<file path="config.mk">
export PLATFORM = sky130hd
export DESIGN_NAME = sha512_sched
export DESIGN_NICKNAME = d
export VERILOG_FILES = /design/src/rtl/sha512_sha384_hash_assert.svh /design/src/rtl/sha512_pkg.sv /design/src/rtl/sha512_sched.sv
export SDC_FILE = /design/constraint.sdc
export NUM_CORES = 1
export LEC_CHECK = 0
export ABC_AREA = 1
export BUFFER_PORTS_ARGS = -buffer_cell sky130_fd_sc_hd__buf_2
export CAP_MARGIN = 15
export CORE_MARGIN = 2
export CORE_UTILIZATION = 50
export CTS_CLUSTER_SIZE = 25
export DETAILED_ROUTE_END_ITERATION = 8
export PLACE_DENSITY = 0.66
export SLEW_MARGIN = 20
export SYNTH_ARGS = -nofsm -noshare
export SYNTH_HDL_FRONTEND = slang
export SYNTH_SLANG_ARGS = --single-unit
</file>
<file path="constraint.sdc">
create_clock -name clk_i -period 32.1 [get_ports clk_i]
set_clock_uncertainty 0.05 [all_clocks]
set_input_delay 3.21 -clock clk_i [delete_from_list [all_inputs] [get_ports clk_i]]
set_output_delay 3.21 -clock clk_i [all_outputs]
set_load 0.01 [all_outputs]
</file>
<file path="src/rtl/sha512_sha384_hash_assert.svh">
// assertion macros for the sha512/sha384 hash block
// included by rtl files that carry concurrent assertions, no other dependencies
`ifndef SHA512_SHA384_HASH_ASSERT_SVH
`define SHA512_SHA384_HASH_ASSERT_SVH

// same-cycle implication, disabled during reset
`define SHA_ASSERT_IMP(name, clk, rst_n, pre, post) \
  name: assert property (@(posedge clk) disable iff (!rst_n) (pre) |-> (post)) \
    else $error("sha512 assertion failed");

// next-cycle implication, disabled during reset
`define SHA_ASSERT_NXT(name, clk, rst_n, pre, post) \
  name: assert property (@(posedge clk) disable iff (!rst_n) (pre) |=> (post)) \
    else $error("sha512 assertion failed");

`endif

</file>
<file path="src/rtl/sha512_pkg.sv">
// shared types, constants and round functions of the sha512/sha384 hash block
// no dependencies; used by the schedule, round and top-level files
package sha512_pkg;

  localparam int unsigned Rounds = 80;
  localparam logic [7:0] PadByte = 8'h80;
  localparam logic [3:0] MaxBytes = 4'd8;
  localparam logic [3:0] LastSlot = 4'd15;
  localparam logic ModeSha512 = 1'b0;
  localparam logic ModeSha384 = 1'b1;

  typedef struct packed {
    logic [63:0] message_word;
    logic [3:0]  byte_count;
    logic        final_item;
  } in_item_t;

  typedef struct packed {
    logic [63:0] digest_word;
    logic [2:0]  word_index;
    logic        last_word;
  } out_item_t;

  typedef struct packed {
    logic push;
    logic step;
  } sched_ctrl_t;

  typedef struct packed {
    logic init;
    logic step;
  } round_ctrl_t;

  // index 0 is working variable a / chaining word 0
  typedef logic [7:0][63:0] state_vec_t;

  function automatic logic [63:0] rotr(input logic [63:0] x, input int unsigned n);
    return (x >> n) | (x << (64 - n));
  endfunction

  function automatic state_vec_t init_value(input logic mode);
    state_vec_t v;
    if (mode == ModeSha384) begin
      v[0] = 64'hcbbb9d5dc1059ed8; v[1] = 64'h629a292a367cd507;
      v[2] = 64'h9159015a3070dd17; v[3] = 64'h152fecd8f70e5939;
      v[4] = 64'h67332667ffc00b31; v[5] = 64'h8eb44a8768581511;
      v[6] = 64'hdb0c2e0d64f98fa7; v[7] = 64'h47b5481dbefa4fa4;
    end else begin
      v[0] = 64'h6a09e667f3bcc908; v[1] = 64'hbb67ae8584caa73b;
      v[2] = 64'h3c6ef372fe94f82b; v[3] = 64'ha54ff53a5f1d36f1;
      v[4] = 64'h510e527fade682d1; v[5] = 64'h9b05688c2b3e6c1f;
      v[6] = 64'h1f83d9abfb41bd6b; v[7] = 64'h5be0cd19137e2179;
    end
    return v;
  endfunction

  function automatic logic [63:0] round_const(input logic [6:0] idx);
    logic [63:0] k;
    case (idx)
      7'd0:  k = 64'h428a2f98d728ae22;
      7'd1:  k = 64'h7137449123ef65cd;
      7'd2:  k = 64'hb5c0fbcfec4d3b2f;
      7'd3:  k = 64'he9b5dba58189dbbc;
      7'd4:  k = 64'h3956c25bf348b538;
      7'd5:  k = 64'h59f111f1b605d019;
      7'd6:  k = 64'h923f82a4af194f9b;
      7'd7:  k = 64'hab1c5ed5da6d8118;
      7'd8:  k = 64'hd807aa98a3030242;
      7'd9:  k = 64'h12835b0145706fbe;
      7'd10: k = 64'h243185be4ee4b28c;
      7'd11: k = 64'h550c7dc3d5ffb4e2;
      7'd12: k = 64'h72be5d74f27b896f;
      7'd13: k = 64'h80deb1fe3b1696b1;
      7'd14: k = 64'h9bdc06a725c71235;
      7'd15: k = 64'hc19bf174cf692694;
      7'd16: k = 64'he49b69c19ef14ad2;
      7'd17: k = 64'hefbe4786384f25e3;
      7'd18: k = 64'h0fc19dc68b8cd5b5;
      7'd19: k = 64'h240ca1cc77ac9c65;
      7'd20: k = 64'h2de92c6f592b0275;
      7'd21: k = 64'h4a7484aa6ea6e483;
      7'd22: k = 64'h5cb0a9dcbd41fbd4;
      7'd23: k = 64'h76f988da831153b5;
      7'd24: k = 64'h983e5152ee66dfab;
      7'd25: k = 64'ha831c66d2db43210;
      7'd26: k = 64'hb00327c898fb213f;
      7'd27: k = 64'hbf597fc7beef0ee4;
      7'd28: k = 64'hc6e00bf33da88fc2;
      7'd29: k = 64'hd5a79147930aa725;
      7'd30: k = 64'h06ca6351e003826f;
      7'd31: k = 64'h142929670a0e6e70;
      7'd32: k = 64'h27b70a8546d22ffc;
      7'd33: k = 64'h2e1b21385c26c926;
      7'd34: k = 64'h4d2c6dfc5ac42aed;
      7'd35: k = 64'h53380d139d95b3df;
      7'd36: k = 64'h650a73548baf63de;
      7'd37: k = 64'h766a0abb3c77b2a8;
      7'd38: k = 64'h81c2c92e47edaee6;
      7'd39: k = 64'h92722c851482353b;
      7'd40: k = 64'ha2bfe8a14cf10364;
      7'd41: k = 64'ha81a664bbc423001;
      7'd42: k = 64'hc24b8b70d0f89791;
      7'd43: k = 64'hc76c51a30654be30;
      7'd44: k = 64'hd192e819d6ef5218;
      7'd45: k = 64'hd69906245565a910;
      7'd46: k = 64'hf40e35855771202a;
      7'd47: k = 64'h106aa07032bbd1b8;
      7'd48: k = 64'h19a4c116b8d2d0c8;
      7'd49: k = 64'h1e376c085141ab53;
      7'd50: k = 64'h2748774cdf8eeb99;
      7'd51: k = 64'h34b0bcb5e19b48a8;
      7'd52: k = 64'h391c0cb3c5c95a63;
      7'd53: k = 64'h4ed8aa4ae3418acb;
      7'd54: k = 64'h5b9cca4f7763e373;
      7'd55: k = 64'h682e6ff3d6b2b8a3;
      7'd56: k = 64'h748f82ee5defb2fc;
      7'd57: k = 64'h78a5636f43172f60;
      7'd58: k = 64'h84c87814a1f0ab72;
      7'd59: k = 64'h8cc702081a6439ec;
      7'd60: k = 64'h90befffa23631e28;
      7'd61: k = 64'ha4506cebde82bde9;
      7'd62: k = 64'hbef9a3f7b2c67915;
      7'd63: k = 64'hc67178f2e372532b;
      7'd64: k = 64'hca273eceea26619c;
      7'd65: k = 64'hd186b8c721c0c207;
      7'd66: k = 64'heada7dd6cde0eb1e;
      7'd67: k = 64'hf57d4f7fee6ed178;
      7'd68: k = 64'h06f067aa72176fba;
      7'd69: k = 64'h0a637dc5a2c898a6;
      7'd70: k = 64'h113f9804bef90dae;
      7'd71: k = 64'h1b710b35131c471b;
      7'd72: k = 64'h28db77f523047d84;
      7'd73: k = 64'h32caab7b40c72493;
      7'd74: k = 64'h3c9ebe0a15c9bebc;
      7'd75: k = 64'h431d67c49c100d4c;
      7'd76: k = 64'h4cc5d4becb3e42b6;
      7'd77: k = 64'h597f299cfc657e2a;
      7'd78: k = 64'h5fcb6fab3ad6faec;
      7'd79: k = 64'h6c44198c4a475817;
      default: k = 64'h0;
    endcase
    return k;
  endfunction

endpackage

</file>
<file path="src/rtl/sha512_sched.sv">
// message schedule: 16-word sliding window that buffers the block and
// expands it one word per round; depends on sha512_pkg
module sha512_sched (
  input  logic                  clk_i,
  input  sha512_pkg::sched_ctrl_t ctrl_i,
  input  logic [63:0]           word_i,
  output logic [63:0]           w_o
);

  // window slot 0 holds the word for the current round
  logic [15:0][63:0] win_q, win_d;
  logic [63:0] s0, s1, next_w;

  always_comb begin
    s0 = sha512_pkg::rotr(win_q[1], 1) ^ sha512_pkg::rotr(win_q[1], 8) ^ (win_q[1] >> 7);
    s1 = sha512_pkg::rotr(win_q[14], 19) ^ sha512_pkg::rotr(win_q[14], 61)
       ^ (win_q[14] >> 6);
    next_w = s1 + win_q[9] + s0 + win_q[0];
    win_d = win_q;
    if (ctrl_i.push) begin
      win_d = {word_i, win_q[15:1]};
    end else if (ctrl_i.step) begin
      win_d = {next_w, win_q[15:1]};
    end
  end

  always_ff @(posedge clk_i) begin
    win_q <= win_d;
  end

  assign w_o = win_q[0];

endmodule

</file>
==> out/metrics.cfg <==
[yosys]
synth_commonest_cells=1024 x edfxtp_1, 655 x nand2_1, 564 x inv_1, 156 x xnor2_1, 126 x fa_1
synth_area_um2=42840
yosysTopAreaCell=edfxtp_1
synth_top_family_by_area=simple AND/OR/NAND/NOR gates
syn_nets=3320
synth_compound_area_share_pct=1.019
synth_edf_count=1024
yosys_register_bits=1024
async_flop_share_pct=0
synth_top_area_share_pct=71.77
yosysMostFrequentCell=edfxtp_1
yosys.area_share.simple_pct=8.858
yosysSeqAreaShare_pct=71.77
muxShareOfSynthArea_pct=0
syn_area_per_cell_um2=13.98
synth_xor_area_share_pct=5.520
syn_inst=3064
synth_fa_ha_area_share_pct=7.727
yosys_most_used_dff=edfxtp_1
yosys-top-cells-area=edfxtp_1 72%, fa_1 5.9%, nand2_1 5.7%, inv_1 4.9%, xnor2_1 3.2%
synth_warnings=0
synth_cell_type_count=32

[routing]
wl_per_cell_um=22.10
finalWirelength_mm=99.97
first_pass_iters=7
ant_nets=0
routed_via_density=4.971
drc=0
dr.first_iter.drc_count=2231
vias=22490

[flow_run]
cap_violations=0

[timing]
finalSetupViolCount=0
fin_crit_sh_pct=21.31
fmax_mhz=146.2
rsz0062_at_grt=false
slew_headroom_pct=23.82
hold_viol=0
slew_viol_final=0
worst_pin_slew_ns=1.143
setup_tns_ns=0
final.min_clock_period_ns=6.842

[place]
place.detailed.hpwl_mm=73.57
port_buffers=130
place_congestion=0.9603
dpl.cell_count=4335

[layout]
instances_no_fill=4524
nFillCells=6895
layout-drive-gt1-share_pct=10.03
syn_to_final_growth_pct=12.58
antenna_cells=0
final_nets=3549

[clocking]
cts_tree=done
post_cts_resized=0
cts_buffers=100
hold_buffers=0
cts_buffer_depth=3
cts.reportedPaths.clkPinSlew_ns=0.06
post_cts_buffers=0
cts.htree.levels=3
clk_latency_ns=0.67
cts_root_buffer=clkbuf_16
cts_sinks=1024

[die]
num_io_pins=131
core_um2=85010
start_util_pct=50.40
row_count=107
die_x_um=296.7
die_area_um2=88050
die_y_um=296.7

[global_routing]
grt-ovfl-total=0
grt_start_max_net_pins=205
grt_pass1_wl_mm=144.1
antenna_found_initial=5
grt_use_total_pct=22.68
grt_pass1_vias=22140

[min_path]
hold_end=win_q[754]
holdCritStartpoint=win_q[818]
hold_path_depth=0
hp-class=register to register

[worst_setup_path]
critPathArrivalTime_ns=7.05
r2r_setup_slack_ns=27.67
r2r_end=win_q[988]
cp-start-kind=input port
cp-end-kind=register
critPathRequiredTime_ns=32.31
worst-path-max-fanout=204
worstRegToRegCells=14
crit_type=input port to register
rr_startpoint=win_q[73]

[outcome]
status=complete, no violations

## worst max-delay path, cell delays in order
cell and delay (ns):
buf_4 0.19, or2_4 0.75, buf_4 0.91, buf_4 0.86
buf_12 0.68
## registers in the layout, summed over array words and instances, names as in the netlist
register  count
win_q       960
w_o          64
## cell usage in the layout (no fill, tap or decap), types with 4 or more instances in the layout
cell	n
bufinv_16	8
buf_2	129
nand3_1	82
fa_1	126
o21ai_1	11
clkinv_1	27
nand3b_1	6
nand3_2	5
or2_2	4
nor2_1	104
ha_1	63
clkinvlp_4	5
edfxtp_1	1024
nand2_1	655
nand4_1	10
buf_4	9
nor2_2	15
a21oi_1	46
clkbuf_1	12
clkinv_4	4
nor3_1	10
xor2_1	114
clkinv_2	22
clkbuf_16	100
o21ai_0	22
xnor2_1	156
inv_1	564
inv_6	4
nand2_2	14
## final cells by class
type	instances	area (um2)	share of cell area (%)
multi-input combinational	1460	9910	20.54
timing repair buffer	141	764.5	1.585
sequential	1024	30750	63.75
clock inverter	77	708.2	1.468
tap	1144	1431	2.967
inverter	566	2125	4.405
clock buffer	112	2547	5.281
## stage by stage
stage | hold WS, ns | setup slack (ns) | instance area [um2] | utilization, %
6_report | 0.3500 | 25.26 | 48240 | 56.74
5_1_grt | 0.3463 | 25.02 | 48240 | 56.74
4_1_cts | 0.3348 | 25.23 | 48230 | 56.73
3_5_place_dp | 0.3545 | 24.44 | 44980 | 52.90
3_3_place_gp | 0.3501 | 24.72 | 44980 | 52.90
2_1_floorplan | 0.3503 | 15.21 | 42840 | -
## per-layer routing
metal  GRT usage, %  up-vias  part of all wire (%)
li1               -    10520                     -
met1          33.87    11240                    46
met2          35.56      620                    47
met3          2.970      113                   5.1
met4          5.741        0                   2.0
met5              0        -                     0
## how the worst max path moves through the flow
stage	start	to	slack [ns]	depth (start not counted)
2_1_floorplan	ctrl_i[1]	w_o[0]	15.21	3
3_3_place_gp	ctrl_i[1]	w_o[41]	24.72	5
3_5_place_dp	ctrl_i[1]	win_q[618]	24.44	5
4_1_cts	ctrl_i[1]	win_q[747]	25.23	5
5_1_grt	ctrl_i[1]	win_q[604]	25.02	5
6_report	ctrl_i[1]	w_o[20]	25.26	5
## cell families (layout without fill, tap and decap cells)
kind of cell | after synthesis | in the layout
flops | 1024 | 1024
compound gates | 84 | 84
xor+xnor | 270 | 270
buf+inv | 580 | 896
fa+ha+maj | 189 | 189
simple gates | 917 | 917
Power is not shown: default switching activity piles up to over one toggle a cycle in this logic, so the estimate is an artifact.
