`src/rtl/sha512_sha384_hash_assert.svh`:
```
// assertion macros for the sha512/sha384 hash block
// included by rtl files that carry concurrent assertions, no other dependencies
`ifndef SHA512_SHA384_HASH_ASSERT_SVH
`define SHA512_SHA384_HASH_ASSERT_SVH

// same-cycle implication, disabled during reset
`define SHA_ASSERT_IMP(name, clk, rst_n, pre, post) \
  name: assert property (@(posedge clk) disable iff (!rst_n) (pre) |-> (post)) \
    else $error("sha512 assertion failed");

// next-cycle implication, disabled during reset
`define SHA_ASSERT_NXT(name, clk, rst_n, pre, post) \
  name: assert property (@(posedge clk) disable iff (!rst_n) (pre) |=> (post)) \
    else $error("sha512 assertion failed");

`endif

```
`src/rtl/sha512_pkg.sv`:
```
// shared types, constants and round functions of the sha512/sha384 hash block
// no dependencies; used by the schedule, round and top-level files
package sha512_pkg;

  localparam int unsigned Rounds = 80;
  localparam logic [7:0] PadByte = 8'h80;
  localparam logic [3:0] MaxBytes = 4'd8;
  localparam logic [3:0] LastSlot = 4'd15;
  localparam logic ModeSha512 = 1'b0;
  localparam logic ModeSha384 = 1'b1;

  typedef struct packed {
    logic [63:0] message_word;
    logic [3:0]  byte_count;
    logic        final_item;
  } in_item_t;

  typedef struct packed {
    logic [63:0] digest_word;
    logic [2:0]  word_index;
    logic        last_word;
  } out_item_t;

  typedef struct packed {
    logic push;
    logic step;
  } sched_ctrl_t;

  typedef struct packed {
    logic init;
    logic step;
  } round_ctrl_t;

  // index 0 is working variable a / chaining word 0
  typedef logic [7:0][63:0] state_vec_t;

  function automatic logic [63:0] rotr(input logic [63:0] x, input int unsigned n);
    return (x >> n) | (x << (64 - n));
  endfunction

  function automatic state_vec_t init_value(input logic mode);
    state_vec_t v;
    if (mode == ModeSha384) begin
      v[0] = 64'hcbbb9d5dc1059ed8; v[1] = 64'h629a292a367cd507;
      v[2] = 64'h9159015a3070dd17; v[3] = 64'h152fecd8f70e5939;
      v[4] = 64'h67332667ffc00b31; v[5] = 64'h8eb44a8768581511;
      v[6] = 64'hdb0c2e0d64f98fa7; v[7] = 64'h47b5481dbefa4fa4;
    end else begin
      v[0] = 64'h6a09e667f3bcc908; v[1] = 64'hbb67ae8584caa73b;
      v[2] = 64'h3c6ef372fe94f82b; v[3] = 64'ha54ff53a5f1d36f1;
      v[4] = 64'h510e527fade682d1; v[5] = 64'h9b05688c2b3e6c1f;
      v[6] = 64'h1f83d9abfb41bd6b; v[7] = 64'h5be0cd19137e2179;
    end
    return v;
  endfunction

  function automatic logic [63:0] round_const(input logic [6:0] idx);
    logic [63:0] k;
    case (idx)
      7'd0:  k = 64'h428a2f98d728ae22;
      7'd1:  k = 64'h7137449123ef65cd;
      7'd2:  k = 64'hb5c0fbcfec4d3b2f;
      7'd3:  k = 64'he9b5dba58189dbbc;
      7'd4:  k = 64'h3956c25bf348b538;
      7'd5:  k = 64'h59f111f1b605d019;
      7'd6:  k = 64'h923f82a4af194f9b;
      7'd7:  k = 64'hab1c5ed5da6d8118;
      7'd8:  k = 64'hd807aa98a3030242;
      7'd9:  k = 64'h12835b0145706fbe;
      7'd10: k = 64'h243185be4ee4b28c;
      7'd11: k = 64'h550c7dc3d5ffb4e2;
      7'd12: k = 64'h72be5d74f27b896f;
      7'd13: k = 64'h80deb1fe3b1696b1;
      7'd14: k = 64'h9bdc06a725c71235;
      7'd15: k = 64'hc19bf174cf692694;
      7'd16: k = 64'he49b69c19ef14ad2;
      7'd17: k = 64'hefbe4786384f25e3;
      7'd18: k = 64'h0fc19dc68b8cd5b5;
      7'd19: k = 64'h240ca1cc77ac9c65;
      7'd20: k = 64'h2de92c6f592b0275;
      7'd21: k = 64'h4a7484aa6ea6e483;
      7'd22: k = 64'h5cb0a9dcbd41fbd4;
      7'd23: k = 64'h76f988da831153b5;
      7'd24: k = 64'h983e5152ee66dfab;
      7'd25: k = 64'ha831c66d2db43210;
      7'd26: k = 64'hb00327c898fb213f;
      7'd27: k = 64'hbf597fc7beef0ee4;
      7'd28: k = 64'hc6e00bf33da88fc2;
      7'd29: k = 64'hd5a79147930aa725;
      7'd30: k = 64'h06ca6351e003826f;
      7'd31: k = 64'h142929670a0e6e70;
      7'd32: k = 64'h27b70a8546d22ffc;
      7'd33: k = 64'h2e1b21385c26c926;
      7'd34: k = 64'h4d2c6dfc5ac42aed;
      7'd35: k = 64'h53380d139d95b3df;
      7'd36: k = 64'h650a73548baf63de;
      7'd37: k = 64'h766a0abb3c77b2a8;
      7'd38: k = 64'h81c2c92e47edaee6;
      7'd39: k = 64'h92722c851482353b;
      7'd40: k = 64'ha2bfe8a14cf10364;
      7'd41: k = 64'ha81a664bbc423001;
      7'd42: k = 64'hc24b8b70d0f89791;
      7'd43: k = 64'hc76c51a30654be30;
      7'd44: k = 64'hd192e819d6ef5218;
      7'd45: k = 64'hd69906245565a910;
      7'd46: k = 64'hf40e35855771202a;
      7'd47: k = 64'h106aa07032bbd1b8;
      7'd48: k = 64'h19a4c116b8d2d0c8;
      7'd49: k = 64'h1e376c085141ab53;
      7'd50: k = 64'h2748774cdf8eeb99;
      7'd51: k = 64'h34b0bcb5e19b48a8;
      7'd52: k = 64'h391c0cb3c5c95a63;
      7'd53: k = 64'h4ed8aa4ae3418acb;
      7'd54: k = 64'h5b9cca4f7763e373;
      7'd55: k = 64'h682e6ff3d6b2b8a3;
      7'd56: k = 64'h748f82ee5defb2fc;
      7'd57: k = 64'h78a5636f43172f60;
      7'd58: k = 64'h84c87814a1f0ab72;
      7'd59: k = 64'h8cc702081a6439ec;
      7'd60: k = 64'h90befffa23631e28;
      7'd61: k = 64'ha4506cebde82bde9;
      7'd62: k = 64'hbef9a3f7b2c67915;
      7'd63: k = 64'hc67178f2e372532b;
      7'd64: k = 64'hca273eceea26619c;
      7'd65: k = 64'hd186b8c721c0c207;
      7'd66: k = 64'heada7dd6cde0eb1e;
      7'd67: k = 64'hf57d4f7fee6ed178;
      7'd68: k = 64'h06f067aa72176fba;
      7'd69: k = 64'h0a637dc5a2c898a6;
      7'd70: k = 64'h113f9804bef90dae;
      7'd71: k = 64'h1b710b35131c471b;
      7'd72: k = 64'h28db77f523047d84;
      7'd73: k = 64'h32caab7b40c72493;
      7'd74: k = 64'h3c9ebe0a15c9bebc;
      7'd75: k = 64'h431d67c49c100d4c;
      7'd76: k = 64'h4cc5d4becb3e42b6;
      7'd77: k = 64'h597f299cfc657e2a;
      7'd78: k = 64'h5fcb6fab3ad6faec;
      7'd79: k = 64'h6c44198c4a475817;
      default: k = 64'h0;
    endcase
    return k;
  endfunction

endpackage

```
`src/rtl/sha512_round.sv`:
```
// compression round unit: working variables a..h and one round per step
// depends on sha512_pkg for the state vector type and rotate function
module sha512_round (
  input  logic                    clk_i,
  input  sha512_pkg::round_ctrl_t ctrl_i,
  input  sha512_pkg::state_vec_t  chain_i,
  input  logic [63:0]             k_i,
  input  logic [63:0]             w_i,
  output sha512_pkg::state_vec_t  v_o
);

  sha512_pkg::state_vec_t v_q, v_d;
  logic [63:0] big_s0, big_s1, ch, maj, t1, t2;

  always_comb begin
    big_s1 = sha512_pkg::rotr(v_q[4], 14) ^ sha512_pkg::rotr(v_q[4], 18)
           ^ sha512_pkg::rotr(v_q[4], 41);
    big_s0 = sha512_pkg::rotr(v_q[0], 28) ^ sha512_pkg::rotr(v_q[0], 34)
           ^ sha512_pkg::rotr(v_q[0], 39);
    ch  = v_q[6] ^ (v_q[4] & (v_q[5] ^ v_q[6]));
    maj = (v_q[0] & v_q[1]) | ((v_q[0] | v_q[1]) & v_q[2]);
    t1  = v_q[7] + big_s1 + ch + k_i + w_i;
    t2  = big_s0 + maj;
    v_d = v_q;
    if (ctrl_i.init) begin
      v_d = chain_i;
    end else if (ctrl_i.step) begin
      v_d[7] = v_q[6];
      v_d[6] = v_q[5];
      v_d[5] = v_q[4];
      v_d[4] = v_q[3] + t1;
      v_d[3] = v_q[2];
      v_d[2] = v_q[1];
      v_d[1] = v_q[0];
      v_d[0] = t1 + t2;
    end
  end

  always_ff @(posedge clk_i) begin
    v_q <= v_d;
  end

  assign v_o = v_q;

endmodule

```
`config.mk`:
```
export PLATFORM = sky130hd
export DESIGN_NAME = sha512_round
export DESIGN_NICKNAME = d
export VERILOG_FILES = /design/src/rtl/sha512_sha384_hash_assert.svh /design/src/rtl/sha512_pkg.sv /design/src/rtl/sha512_round.sv
export SDC_FILE = /design/constraint.sdc
export NUM_CORES = 2
export LEC_CHECK = 0
export ABC_AREA = 1
export BUFFER_PORTS_ARGS = -buffer_cell sky130_fd_sc_hd__buf_2
export CORE_AREA = 2 2 450 452
export CTS_BUF_LIST = sky130_fd_sc_hd__clkbuf_4
export CTS_CLUSTER_SIZE = 30
export DETAILED_ROUTE_END_ITERATION = 6
export DIE_AREA = 0 0 452 454
export SETUP_SLACK_MARGIN = 0.1
export SLEW_MARGIN = 25
export SYNTH_ARGS = -nofsm -noshare
export SYNTH_HDL_FRONTEND = slang
export SYNTH_SLANG_ARGS = --single-unit
```
`constraint.sdc`:
```
create_clock -name clk_i -period 12.4 [get_ports clk_i]
set_input_delay 0.62 -clock clk_i [delete_from_list [all_inputs] [get_ports clk_i]]
set_output_delay 0.62 -clock clk_i [all_outputs]
set_load 0.02 [all_outputs]
```
==> summary.md <==
| Metric | Value |
|---|---|
| Vias in the first global route | `51282` |
| Synth warnings | `0` |
| Max-cap check violation count | `0` |
| First-pass GRT wire length | `415000 um` |
| Placed cells | `9791` |
| Worst r2r dst | `v_o[38]$_DFFE_PP_` |
| Largest net degree at the start of global routing | `155` |
| Post-DP Area | `55200 sq um` |
| TritonCTS clock tree | `yes` |
| Syn avg cell area | `7.59 sq um` |
| Tmin final | `9120 ps` |
| Setup_tns | `0 ps` |
| Synth Cell Area | `46300 sq um` |
| Core area | `201000 sq um` |
| Total I/O pin count | `1155` |
| Worst EP arrival | `10070 ps` |
| DR iter-0 viols | `4411` |
| H-tree Lvls | `4` |
| Hold WC Path Type | `primary input to flip-flop` |
| TritonCTS sink count | `512` |
| Critical path buffer and inverter count | `7` |
| Most used cell, CP | `nand2_1` |
| Finished Layout Cells | `10665` |
| Routability cong. | `1.01` |
| Fin crit share | `73.5%` |
| # port buffers | `1154` |
| Endpoints failing hold | `0` |
| Critical path depth in cells | `29` |
| Worst min-delay path startpoint | `chain_i[443]` |
| Finished Cell Area | `63000 sq um` |
| Fmax | `110 MHz` |
| Die Footprint | `205000 sq um` |
| R2r setup slk | `3280 ps` |
| Synth Net Count | `7187` |
| Final wirelength | `316000 um` |
| Clock slew seen by the registers of the worst setup and hold paths | `70 ps` |
| Layout net count | `8941` |
| CP max-delay cell | `edfxtp_1` |
| Top FF cell, synth | `edfxtp_1` |
| Initial Util | `23.1%` |
| Post-synthesis async set-or-reset flop share | `0%` |
| Setup violators final | `0` |
| Largest register FFs | `512` |
| RSZ-0062 raised after global routing | `false` |
| Depth of the worst register-to-register path | `29` |
| Clock Tree Buf Depth | `3` |
| Vias | `50421` |
| Skew-Pair Late Insertion Delay | `1280 ps` |
| # rows | `165` |
| Die Ht | `454 um` |
| Gr usage total | `29.8%` |
| Share of cells above drive strength 1 | `20.1%` |
| Detail Placement HPWL | `265000 um` |
| Mapped Cells | `6102` |
| Failing checks | `design-rule violations` |
| Buffer count from post-CTS setup fixing | `0` |
| Status | `finished with violations` |
| Worst-Margin Slew | `1110 ps` |
| Hold Crit Depth | `4` |
| Area delta synth->final | `35.9%` |
| Cts repair resizes | `0` |
| Synthesis-stage register bit count | `512` |
| Worst Setup End Kind | `flip-flop` |
| Via density | `4.73` |
| Wire per inst | `29.6 um` |
| Critical R2R Launch | `v_o[256]$_DFFE_PP_` |
| Die Wd | `452 um` |
| Antenna-violating nets left | `0` |
| Critical path type | `flip-flop to flip-flop` |
| 1st-pass router iterations | `7` |
| CTS Hold Buffers Added | `565` |
| Synth cell types | `55` |
| Critical Path Start Type | `flip-flop` |
| Residual DRC | `1` |
| Post-synth EDFFs | `512` |
| Hold Path End | `v_o[443]$_DFFE_PP_` |
| Sequential-to-total area share from yosys stat | `33.2%` |
| Critical path's largest stage delay | `870 ps` |
| Inserted Clock Buffers | `170` |
| Crit Path Max Fanout | `6` |
| Worst Skew | `112 ps` |
| Family with the most delay on the worst path | `simple AND/OR/NAND/NOR gates` |
| Worst rel slew slack | `26.1%` |
| Root buf cell | `clkbuf_4` |
| GRT overflow | `0` |
| Initial antenna violation count | `34` |
| Max-slew violations | `0` |
| WP data required | `13350 ps` |
synthesized netlist by cell type, drive strengths merged, types with 13 or more instances:
cell	count	area, sq um
ha	189	2360
or2	51	319
nand3b	15	113
a21o	27	203
inv	1062	3990
nand2	1805	6820
nand3	236	1190
a21oi	289	1470
o21bai	19	150
o21ai	474	2410
a31oi	24	150
edfxtp	512	15400
nor3	33	185
xnor2	165	1450
nor2	439	1680
fa	253	5060
maj3	18	180
clkbuf	176	661
o21a	29	218
xor2	171	1510
nand4	48	300
nor4	13	130
worst max path at each step:
stage                              endpoint                from
after floorplan            v_o[0]$_DFFE_PP_           ctrl_i[1]
after global placement    v_o[38]$_DFFE_PP_             w_i[23]
after detailed placement  v_o[38]$_DFFE_PP_  v_o[315]$_DFFE_PP_
after CTS                 v_o[38]$_DFFE_PP_  v_o[315]$_DFFE_PP_
after global routing      v_o[38]$_DFFE_PP_  v_o[315]$_DFFE_PP_
final                     v_o[38]$_DFFE_PP_  v_o[256]$_DFFE_PP_
placed cells by master (no fill, tap or decap), types with 6 or more instances in the layout:
cell type      synthesis  layout
a21o_1                27      27
o21ai_1               28      29
nor3_1                29      29
nor2_2                12      12
nand4_1               48      48
o21ai_0              436     435
or2_1                  8       8
or2_2                 41      40
o31ai_1                6       6
ha_1                 189     189
dlygate4sd3_1          0     565
inv_2                 37      37
a31oi_1               24      24
o21ai_2               10      10
xnor2_1              165     165
a21oi_2                7       7
a21oi_1              282     282
diode_2                0      31
maj3_1                18      18
nand3_1              234     234
o21a_1                29      29
inv_1               1025    1024
nor4_1                 8       8
clkbuf_4               0     234
nand2_2               17      17
o211ai_1               7       7
a21boi_0               6       6
buf_4                  0      43
edfxtp_1             512     512
clkinv_2               0      10
nand2_1             1788    1788
xor2_1               170     170
buf_2                  5    1153
o21bai_1              17      17
clkinv_1               1      24
nor2_1               427     427
fa_1                 253     253
nand3b_1              15      15
area by class of cell:
| type | count | area, sq um |
|---|---|---|
| diodes | 31 | 77.6 |
| flip-flops and latches | 512 | 15400 |
| multi-input cells | 4343 | 26300 |
| clock inverters | 44 | 317 |
| clock buffers | 234 | 1760 |
| fillers | 21734 | 138000 |
| inverters | 1063 | 4000 |
| repair buffers | 1766 | 11800 |
| well taps | 2672 | 3340 |
layer usage:
layer | vias up | global-route usage, % | share of wire, %
li1 | 22983 | - | -
met1 | 24624 | 33.0 | 37
met2 | 2271 | 54.0 | 51
met3 | 531 | 4.60 | 5.6
met4 | 12 | 16.8 | 6.4
met5 | - | 0 | 0.028
metrics by stage:
| stage | util (%) | hold slack, ps | setup slack [ps] |
|---|---|---|---|
| final | 31.3 | 165 | 3280 |
| after global routing | 31.3 | -24.9 | 3090 |
| after CTS | 31.3 | 0.341 | 3380 |
| after detailed placement | 27.5 | 566 | 3520 |
| after global placement | 27.5 | 555 | 3400 |
| after floorplan | - | 679 | 4440 |
logic make-up (layout without fill, tap and decap cells):
| group | after synthesis | after routing | share of synthesized area, % |
|---|---|---|---|
| AO/OA/AOI/OAI | 901 | 901 | 10.6 |
| AND/OR/NAND/NOR | 2646 | 2646 | 23.3 |
| flip-flops | 512 | 512 | 33.2 |
| XOR/XNOR | 336 | 336 | 6.37 |
| adder cells (fa/ha/maj) | 460 | 460 | 16.4 |
| other | 0 | 31 | 0 |
| buffers and inverters | 1247 | 3107 | 10.1 |
tightest hold or removal path, stage by stage:
cell	delay (ps)
dlygate4sd3_1	520
buf_2	100
nand2_1	40
nand2_1	60
Power is not shown: default switching activity piles up to over one toggle a cycle in this logic, so the estimate is an artifact.
